<file path="config.mk">
export PLATFORM = sky130hd
export DESIGN_NAME = frapx_ctrl
export DESIGN_NICKNAME = d
export VERILOG_FILES = /design/src/rtl/frapx_pkg.sv /design/src/rtl/frapx_ctrl.sv
export SDC_FILE = /design/constraint.sdc
export NUM_CORES = 1
export LEC_CHECK = 0
export ABC_CLOCK_PERIOD_IN_PS = 2900
export BUFFER_PORTS_ARGS = -buffer_cell sky130_fd_sc_hd__buf_2
export CAP_MARGIN = 40
export CORE_UTILIZATION = 35
export CTS_CLUSTER_SIZE = 25
export DETAILED_ROUTE_END_ITERATION = 10
export GPL_TIMING_DRIVEN = 1
export SYNTH_ARGS = -nofsm -noshare
export SYNTH_HDL_FRONTEND = slang
export SYNTH_SLANG_ARGS = --single-unit
</file>
<file path="constraint.sdc">
create_clock -name clk -period 2.9 [get_ports clk]
set_input_delay 0.145 -clock clk [delete_from_list [all_inputs] [get_ports clk]]
set_output_delay 0.145 -clock clk [all_outputs]
set_load 0.05 [all_outputs]
</file>
<file path="src/rtl/frapx_pkg.sv">
// Shared types and constants for the Farey rational approximation block.
package frapx_pkg;

  localparam int unsigned MAX_ITER_DEFAULT = 100;
  localparam logic [31:0] MAX_DEN_RESET    = 32'd1048575;

  typedef enum logic [4:0] {
    CMD_NOP,
    CMD_LOAD,
    CMD_OOR,
    CMD_DIV_LIM,
    CMD_SET_LIM,
    CMD_MUL_TB,
    CMD_SET_DLO,
    CMD_MUL_TD,
    CMD_SET_DHI,
    CMD_MUL_DLO_D,
    CMD_SAVE_TMP,
    CMD_MUL_DHI_B,
    CMD_PICK_FINAL,
    CMD_MUL_TBD,
    CMD_SET_SIDE,
    CMD_PICK_SIDE,
    CMD_DIV_N,
    CMD_SET_N,
    CMD_MUL_NB,
    CMD_DIV_CUT,
    CMD_MUL_NA,
    CMD_ADVANCE
  } cmd_t;

  typedef enum logic [4:0] {
    ST_IDLE,
    ST_CHECK,
    ST_LIM_W,
    ST_TB,
    ST_TB_W,
    ST_TD,
    ST_TD_W,
    ST_TEST,
    ST_F1_W,
    ST_F2,
    ST_F2_W,
    ST_MED_W,
    ST_GUARD,
    ST_N_W,
    ST_NB,
    ST_NB_W,
    ST_OVER,
    ST_CUT_W,
    ST_NB2,
    ST_NB2_W,
    ST_NA,
    ST_NA_W,
    ST_OUT
  } state_t;

  typedef struct packed {
    logic mul_done;
    logic div_done;
    logic is_neg;
    logic is_above;
    logic stop;
    logic guard;
    logic over;
  } status_t;

endpackage

</file>
<file path="src/rtl/frapx_ctrl.sv">
// Controller: sequences the search rounds and the channel handshakes.
module frapx_ctrl
  import frapx_pkg::*;
(
  input  logic    clk,
  input  logic    rst_n,
  input  logic    in_valid,
  output logic    in_ready,
  output logic    out_valid,
  input  logic    out_ready,
  input  status_t status,
  output cmd_t    cmd
);

  state_t state_r, state_nxt;

  always_ff @(posedge clk) begin
    if (!rst_n) begin
      state_r <= ST_IDLE;
    end else begin
      state_r <= state_nxt;
    end
  end

  always_comb begin
    state_nxt = state_r;
    case (state_r)
      ST_IDLE:  if (in_valid) state_nxt = ST_CHECK;
      ST_CHECK: state_nxt = (status.is_neg || status.is_above) ? ST_OUT : ST_LIM_W;
      ST_LIM_W: if (status.div_done) state_nxt = ST_TB;
      ST_TB:    state_nxt = ST_TB_W;
      ST_TB_W:  if (status.mul_done) state_nxt = ST_TD;
      ST_TD:    state_nxt = ST_TD_W;
      ST_TD_W:  if (status.mul_done) state_nxt = ST_TEST;
      ST_TEST:  state_nxt = status.stop ? ST_F1_W : ST_MED_W;
      ST_F1_W:  if (status.mul_done) state_nxt = ST_F2;
      ST_F2:    state_nxt = ST_F2_W;
      ST_F2_W:  if (status.mul_done) state_nxt = ST_OUT;
      ST_MED_W: if (status.mul_done) state_nxt = ST_GUARD;
      ST_GUARD: state_nxt = status.guard ? ST_OUT : ST_N_W;
      ST_N_W:   if (status.div_done) state_nxt = ST_NB;
      ST_NB:    state_nxt = ST_NB_W;
      ST_NB_W:  if (status.mul_done) state_nxt = ST_OVER;
      ST_OVER:  state_nxt = status.over ? ST_CUT_W : ST_NA;
      ST_CUT_W: if (status.div_done) state_nxt = ST_NB2;
      ST_NB2:   state_nxt = ST_NB2_W;
      ST_NB2_W: if (status.mul_done) state_nxt = ST_NA;
      ST_NA:    state_nxt = ST_NA_W;
      ST_NA_W:  if (status.mul_done) state_nxt = ST_TB;
      ST_OUT:   if (out_ready) state_nxt = ST_IDLE;
      default:  state_nxt = ST_IDLE;
    endcase
  end

  always_comb begin
    cmd       = CMD_NOP;
    in_ready  = (state_r == ST_IDLE);
    out_valid = (state_r == ST_OUT);
    case (state_r)
      ST_IDLE:  if (in_valid) cmd = CMD_LOAD;
      ST_CHECK: cmd = (status.is_neg || status.is_above) ? CMD_OOR : CMD_DIV_LIM;
      ST_LIM_W: if (status.div_done) cmd = CMD_SET_LIM;
      ST_TB:    cmd = CMD_MUL_TB;
      ST_TB_W:  if (status.mul_done) cmd = CMD_SET_DLO;
      ST_TD:    cmd = CMD_MUL_TD;
      ST_TD_W:  if (status.mul_done) cmd = CMD_SET_DHI;
      ST_TEST:  cmd = status.stop ? CMD_MUL_DLO_D : CMD_MUL_TBD;
      ST_F1_W:  if (status.mul_done) cmd = CMD_SAVE_TMP;
      ST_F2:    cmd = CMD_MUL_DHI_B;
      ST_F2_W:  if (status.mul_done) cmd = CMD_PICK_FINAL;
      ST_MED_W: if (status.mul_done) cmd = CMD_SET_SIDE;
      ST_GUARD: cmd = status.guard ? CMD_PICK_SIDE : CMD_DIV_N;
      ST_N_W:   if (status.div_done) cmd = CMD_SET_N;
      ST_NB:    cmd = CMD_MUL_NB;
      ST_OVER:  cmd = status.over ? CMD_DIV_CUT : CMD_SAVE_TMP;
      ST_CUT_W: if (status.div_done) cmd = CMD_SET_N;
      ST_NB2:   cmd = CMD_MUL_NB;
      ST_NB2_W: if (status.mul_done) cmd = CMD_SAVE_TMP;
      ST_NA:    cmd = CMD_MUL_NA;
      ST_NA_W:  if (status.mul_done) cmd = CMD_ADVANCE;
      default:  cmd = CMD_NOP;
    endcase
  end

`ifndef SYNTHESIS
  a_ready_excl: assert property (@(posedge clk) disable iff (!rst_n)
    !(in_ready && out_valid))
    else $error("input taken while a result is pending");
  a_load_check: assert property (@(posedge clk) disable iff (!rst_n)
    (in_valid && in_ready) |=> (state_r == ST_CHECK))
    else $error("accepted item did not start range check");
  a_out_hold: assert property (@(posedge clk) disable iff (!rst_n)
    (out_valid && !out_ready) |=> out_valid)
    else $error("result dropped before transfer");
  a_round_restart: assert property (@(posedge clk) disable iff (!rst_n)
    (cmd == CMD_ADVANCE) |=> (state_r == ST_TB))
    else $error("round advance did not restart distance pass");
`endif

endmodule

</file>
== Yosys cells after proc, flatten, opt, wreduce, memory -nomap -nowiden ==
Index checks and enable logic that the tools add are counted.
Widths: inputs -> output; s select.

* Add/subtract/negate cells: 0
* $mul: 0
* Divide/modulo/power cells: 0
* Order comparisons: 0
* Equal/unequal tests: 35
* Shift operators: 0
* Multiplexer cells: 32
* Bitwise operators: 0
* Reduce and logical (&&, ||, !) cells: 6

{| class="wikitable"
|+ Operator list
! cell !! count
|-
| $pmux 5 s23 || 1
|-
| $mux 5 || 19
|-
| $pmux 5 s18 || 1
|-
| $eq 5x4->1 const B || 8
|-
| $eq 5x5->1 const B || 7
|-
| $ne 2x2->1 const B || 12
|-
| $eq 5x3->1 const B || 4
|-
| $mux 4 || 4
|-
| $reduce_and 13->1 || 1
|-
| $mux 3 || 4
|-
| $eq 5x2->1 const B || 2
|-
| $reduce_or 2->1 || 3
|-
| $eq 5x1->1 const B || 1
|-
| $logic_not 5->1 || 1
|-
| $mux 1 || 2
|-
| $mux 2 || 1
|-
| $ne 2x1->1 const B || 1
|-
| $logic_or 1x1->1 || 1
|}

* Register bits: 5
* Bits in latches: 0
* Bits in writable memories: 0
* ROM bits: 0
* Bits of input ports: 11
* Output and inout port bits: 7
* Word-level logic and storage cells: 74
* Memories: 0

== Logic depth before layout (Yosys ltp) ==
Gate-level depths: netlist of run 1.

* Word-level depth: 3
* Gate-level depth with buffers: 7

== Worst setup path before layout of run 1 ==
No wires, ideal clock.

* Path type: register -> output
* Start: register state_r[1]
* End: output in_ready
* Arrival: 2.349 ns
* Required time: 2.755 ns
* Setup slack: 0.406 ns
* Cell stages (with the launch flop): 5
* Buffers on the path: 3
* Cell sequence: dfxtp_1 > buf_2 > buf_4 > clkbuf_1 > nor4_1

* Cells in the longest elaborated chain, start to end: 1

{| class="wikitable"
|+ RTL lines
! element !! line !! source
|-
| from (decl) || frapx_ctrl.sv:15 || <nowiki>state_t state_r, state_nxt;</nowiki>
|-
| from (signal assigned) || frapx_ctrl.sv:21 || <nowiki>state_r <= state_nxt;</nowiki>
|-
| $logic_not 5->1 || frapx_ctrl.sv:57 || <nowiki>in_ready = (state_r == ST_IDLE);</nowiki>
|-
| to (decl) || frapx_ctrl.sv:8 || <nowiki>output logic in_ready,</nowiki>
|}

No other way between the ends.

== Final worst setup path of run 1 ==
* Start: register state_r[1]
* End: output cmd[2]

* Cells in the longest elaborated chain, start to end: 3
* Elaborated cells on any way between the ends: 25

{| class="wikitable"
|+ RTL lines
! element !! line !! source
|-
| $eq 5x5->1 / $eq 5x4->1 (equally long branches) || frapx_ctrl.sv:59 || <nowiki>case (state_r)</nowiki>
|-
| $reduce_or 2->1 (no line) || n/a ||
|-
| $pmux 5 s18 * || frapx_ctrl.sv:59 ||
|-
| to (decl) || frapx_ctrl.sv:12 || <nowiki>output cmd_t cmd</nowiki>
|}

Mark *: on every way between the ends. The rest lies on a longest branch, timed or not.

==> out/metrics.csv, run 1 <==
metric,value,unit
clock skew,0.00189,ns
Wirelength per Cell,15.4,um
nets,170,
Synth Cell Area,978,um^2
CP dominant cell by count,nor2_1,
core footprint,0.00257,mm^2
Initial Util,0.381,
top_reg_cell synth,dfxtp_1,
number of flops mapped to enable cells by yosys,0,
pre-CTS setup slack,0.865,ns
Worst-Margin Slew,0.687,ns
Synth area leaders,"dfxtp_1, nand2_1, a21oi_1",
Hold Buf Count CTS,0,
#FFs+latches synth,5,
Post-Syn Nets,157,
initial antenna violation count,0,
clk sinks,5,
metal2 WL,1410,um
FMAX,421,MHz
post-CTS setup buffers,0,
Worst Setup End Kind,output port,
RSZ-0062 raised after global routing,false,
CP Max Fanout,20,
Finished Layout Cells,188,
pwr dens,1110,mW/mm^2
initial drt markers,53,
Tcrit/Tclk final,0.819,
cells after synthesis,146,
# rows,18,
Largest Register,state_r,
share of post-route cells with drive strength above 1,0.184,
area of the multi-input gates,800,um^2
first-pass GRT wire length,4710,um
internal cell power,488,uW
DR WL met3,232,um
fin. max-slew vios,0,
"Seq/Total Area, Yosys",0.102,
IO buf count,17,
die area,0.00301,mm^2
DP Area,0.00107,mm^2
share of the synthesized area in the top cell type,0.102,
slew margin rel.,0.542,
Final Instance Area,0.00109,mm^2
I/O pin cnt,18,
fin worst setup slack,0.525,ns
Yosys top cell by area,dfxtp_1,
CP Launch Type,flop,
CTS tree,built,
Area Growth Syn to Fin,11.8,%
CTS H-tree lvls,1,
synthesis warning total,0,
Syn Area/Cell,6.70,um^2
outcome,"complete, no violations",
Die Y,54.9,um
"slowest stage delay, CP",0.72,ns
HPWL Detailed,2160,um
number of fillers in the final layout,279,
Switch Pwr,722,uW
final RePlAce weighted congestion,0.975,
max reg flops,5,
DRC,0,
global route total overflow,0,
ANT cells,0,
Post-DRT Antenna Nets,0,
"Reg clk slew, reported paths",0.05,ns
CP Class,flop to output port,
TritonCTS Buffers,3,
setup TNS,0,ns
Max Buffers Root-to-Sink,2,
Vias/cell,6.37,
slowest CP cell,dfxtp_1,
Sequential Area,100,um^2
worst path required time,2.76,ns
Final Critical Period,2.37,ns
final setup fails,0,
final hold slack,0.217,ns
Lkg Pwr,0.417,nW
Async SR Flop Fraction,0,
Detailed Routing Iterations Pass 1,4,
GRT Resource Usage Total,0.220,
largest net degree at the start of global routing,23,
worst skew pair latency,0.24,ns
Combinational Power Share,0.779,
max-cap violations,0,
CTS root buf,clkbuf_4,
vias in the first global route,1009,
cells resized by post-CTS repair,0,
crit path DAT,2.23,ns
vias,1198,
highest metal used,met4,
critical-path cell list,nor2_1 -> a2111oi_0 -> nor2_1 -> o22ai_1 -> buf_2,
placed insts,184,
synth unique cells,52,
Switching Share,0.596,
sequential power share,0.154,
final hold vios,0,
Hold Path Class,input pin to flop,
Clock power frac,0.068,
Die W,54.9,um
VDD IR max,0.000402,V
largest registers,state_r (5),
WL final,2900,um
met1 WL,1220,um
## worst paths after layout
kind | from | to | slack [ns] | cells past startpoint
max | state_r[1] | cmd[2] | 0.53 | 5
min | rst_n | state_r[2] | 0.22 | 3
max reg2reg | state_r[1] | state_r[0] | 0.86 | 6
min reg2reg | state_r[4] | state_r[4] | 0.63 | 2
## cell usage in the layout (no fill, tap or decap), types with 2 or more instances in the layout
| master | n |
|---|---|
| a211oi_1 | 2 |
| a21boi_0 | 2 |
| a21o_1 | 2 |
| a21oi_1 | 9 |
| a22oi_1 | 3 |
| a31oi_1 | 3 |
| and2_1 | 2 |
| and3_1 | 3 |
| buf_2 | 17 |
| buf_4 | 5 |
| clkbuf_4 | 3 |
| dfxtp_1 | 5 |
| mux2i_1 | 3 |
| nand2_1 | 14 |
| nand2b_1 | 7 |
| nand3b_1 | 2 |
| nand4b_1 | 2 |
| nor2_1 | 11 |
| nor2b_1 | 5 |
| nor3_1 | 6 |
| nor4_1 | 2 |
| o211ai_1 | 4 |
| o21a_1 | 3 |
| o21ai_0 | 9 |
| o21ai_1 | 3 |
| o31ai_1 | 2 |
| or2_1 | 2 |
| or3_1 | 2 |
## critical path: cells and delay by family (launching register included)
family / cells / cell delay, ns
AOI/OAI and AO/OA: 2 / 0.68
buffers and inverters: 1 / 0.29
DFF: 1 / 0.72
and+or+nand+nor: 2 / 0.29
## cell families after synthesis
kind of cell / Yosys count / share of synthesized area
compound gates: 55 / 0.386
xor+xnor: 1 / 0.00895
buf+inv: 16 / 0.0806
flops: 5 / 0.102
mux: 3 / 0.0307
simple gates: 66 / 0.391
## Yosys cell counts, drive strengths merged (3+ instances only)
master  number
a22oi        3
o21ai       12
a21oi        9
a31oi        4
o21a         3
mux2i        3
clkbuf       5
nand2b       7
nand2       14
buf          9
nor2        12
and3         3
dfxtp        5
nor3         6
nor2b        5
o211ai       4
## area by class of cell
cell class,count,area share
Multi-Input combinational cell,125,0.731
Timing Repair Buffer,22,0.112
Sequential cell,5,0.0915
Tap cell,30,0.0343
Clock buffer,4,0.0240
Inverter,2,0.00686
## per-stage QoR
step	power, mW	utilization
2_1_floorplan	0.929	-
3_3_place_gp	1.11	0.416
3_5_place_dp	1.11	0.416
4_1_cts	1.20	0.426
5_1_grt	1.30	0.426
6_report	1.21	0.426
## power groups by stage
stage,clock network [mW],registers [mW],logic [mW]
2_1_floorplan,0,0.116,0.813
3_3_place_gp,0,0.182,0.926
3_5_place_dp,0,0.184,0.929
4_1_cts,0.0834,0.183,0.933
5_1_grt,0.0884,0.197,1.02
6_report,0.0821,0.186,0.942
## routing by layer
| layer | vias to the layer above | global-route usage |
|---|---|---|
| met5 | - | 0 |
| met4 | 0 | 0.103 |
| met3 | 6 | 0.0361 |
| met2 | 57 | 0.333 |
| met1 | 562 | 0.297 |
| li1 | 573 | - |
Power figures use the tool's default switching activity.
==> run 2: changes to the inputs <==
Settings changed: ABC_CLOCK_PERIOD_IN_PS 2900 to 1930.
Clock period 2.9 ns to 1.93 ns, I/O delays scaled along.
==> run 2 against run 1 <==
Net effect: final area rose by 20%; worst setup slack lost 0.47 ns; global-route usage increased by 1.5 points; sequential share of layout area decreased by 0.45 points; routed wire length up 12%.
==> out/metrics.csv, run 2 (synthesis gave the netlist of run 1 again) <==
metric,value,unit
fin worst setup slack,0.0532,ns
most frequent cells in the layout,"buf_4, nand2_1, buf_2",
GRT Resource Usage Total,0.235,
TritonCTS Buffers,3,
share of post-route cells with drive strength above 1,0.326,
CP Class,flop to output port,
# rows,18,
Hold Path Class,input pin to flop,
Hold Buf Count CTS,0,
final setup fails,0,
Finished Layout Cells,202,
I/O pin cnt,18,
global route total overflow,0,
Tcrit/Tclk final,0.972,
clock skew,0.00535,ns
vias,1236,
final RePlAce weighted congestion,1.03,
max reg flops,5,
CTS root buf,clkbuf_4,
max-cap violations,0,
slew margin rel.,0.772,
Lkg Pwr,0.512,nW
CTS tree,built,
first-pass GRT wire length,5040,um
pwr dens,1680,mW/mm^2
Detailed Routing Iterations Pass 1,4,
pre-CTS setup slack,0.0318,ns
VDD IR max,0.000909,V
final hold slack,0.146,ns
Post-DRT Antenna Nets,0,
worst path required time,1.83,ns
"Reg clk slew, reported paths",0.05,ns
CP Max Fanout,20,
DRC,0,
WL final,3240,um
IO buf count,17,
crit path DAT,1.78,ns
HPWL Detailed,2360,um
largest registers,state_r (5),
Largest Register,state_r,
CP Launch Type,flop,
ANT cells,0,
die area,0.00301,mm^2
Initial Util,0.381,
Worst-Margin Slew,0.340,ns
"commonest non-fill, non-tap cell in the layout",buf_4,
Worst Setup End Kind,output port,
initial antenna violation count,0,
nets,184,
Area Growth Syn to Fin,33.6,%
R2R setup slack,0.10,ns
fin. max-slew vios,0,
largest net degree at the start of global routing,21,
clk sinks,5,
CTS H-tree lvls,1,
worst skew pair latency,0.26,ns
Max Buffers Root-to-Sink,2,
Final Critical Period,1.88,ns
final hold vios,0,
initial drt markers,76,
outcome,"complete, no violations",
Wirelength per Cell,16.0,um
Die Y,54.9,um
vias in the first global route,1091,
Die W,54.9,um
placed insts,197,
core footprint,0.00257,mm^2
Vias/cell,6.12,
FMAX,533,MHz
run 2: cell count changes in the layout (fill, tap and decap cells not counted), sizes merged:
cell / delta
buf: +13
clkinv: +1
run 2: metal layers:
layer	vias to the layer above	GRT usage	part of all wire
met4	0	0.0726	0.0065
met1	583	0.330	0.47
met3	2	0.0194	0.054
li1	603	-	-
met5	-	0	0
met2	48	0.371	0.47
run 2: worst max-delay path, stage by stage, from the launching register on:
cell and delay [ns]:
dfxtp_2 0.34, buf_12 0.15, and2_1 0.20, a2111oi_4 0.40, nor2_1 0.11, o22ai_2 0.14, buf_6 0.18
run 2: repair_timing:
item	CTS	global route
pin swaps	0	2
setup endpoints to repair	5	4
resized for setup	14	10
buffers inserted	0	1
run 2: layout make-up:
| type | count | area, um^2 |
|---|---|---|
| multi-input cells | 125 | 851 |
| clock inverters | 1 | 5.00 |
| clock buffers | 3 | 22.5 |
| well taps | 30 | 37.5 |
| inverters | 2 | 7.51 |
| fillers | 262 | 1260 |
| repair buffers | 36 | 270 |
| flip-flops and latches | 5 | 114 |
run 2: power by group:
part	leakage [nW]	total, mW	internal, mW	switching [mW]
clock network	0.0177	0.133	0.0757	0.0570
logic	0.451	1.82	0.777	1.04
registers	0.0439	0.241	0.155	0.0863
total	0.512	2.20	1.01	1.19
run 2: metrics by stage:
| stage | setup TNS [ns] | total power, mW | utilization | instance area [um^2] |
|---|---|---|---|---|
| final | 0 | 2.20 | 0.509 | 1310 |
| after global routing | -0.00903 | 2.33 | 0.509 | 1310 |
| after CTS | 0 | 2.07 | 0.487 | 1250 |
| after detailed placement | 0 | 1.86 | 0.463 | 1190 |
| after global placement | -0.0575 | 1.86 | 0.463 | 1190 |
| after floorplan | 0 | 1.42 | - | 995 |
run 2: worst paths after layout:
kind              startpoint    endpoint  depth (start not counted)
setup / recovery  state_r[2]      cmd[2]                          6
hold / removal         rst_n  state_r[3]                          3
setup reg to reg  state_r[2]  state_r[1]                          7
hold reg to reg   state_r[2]  state_r[2]                          2
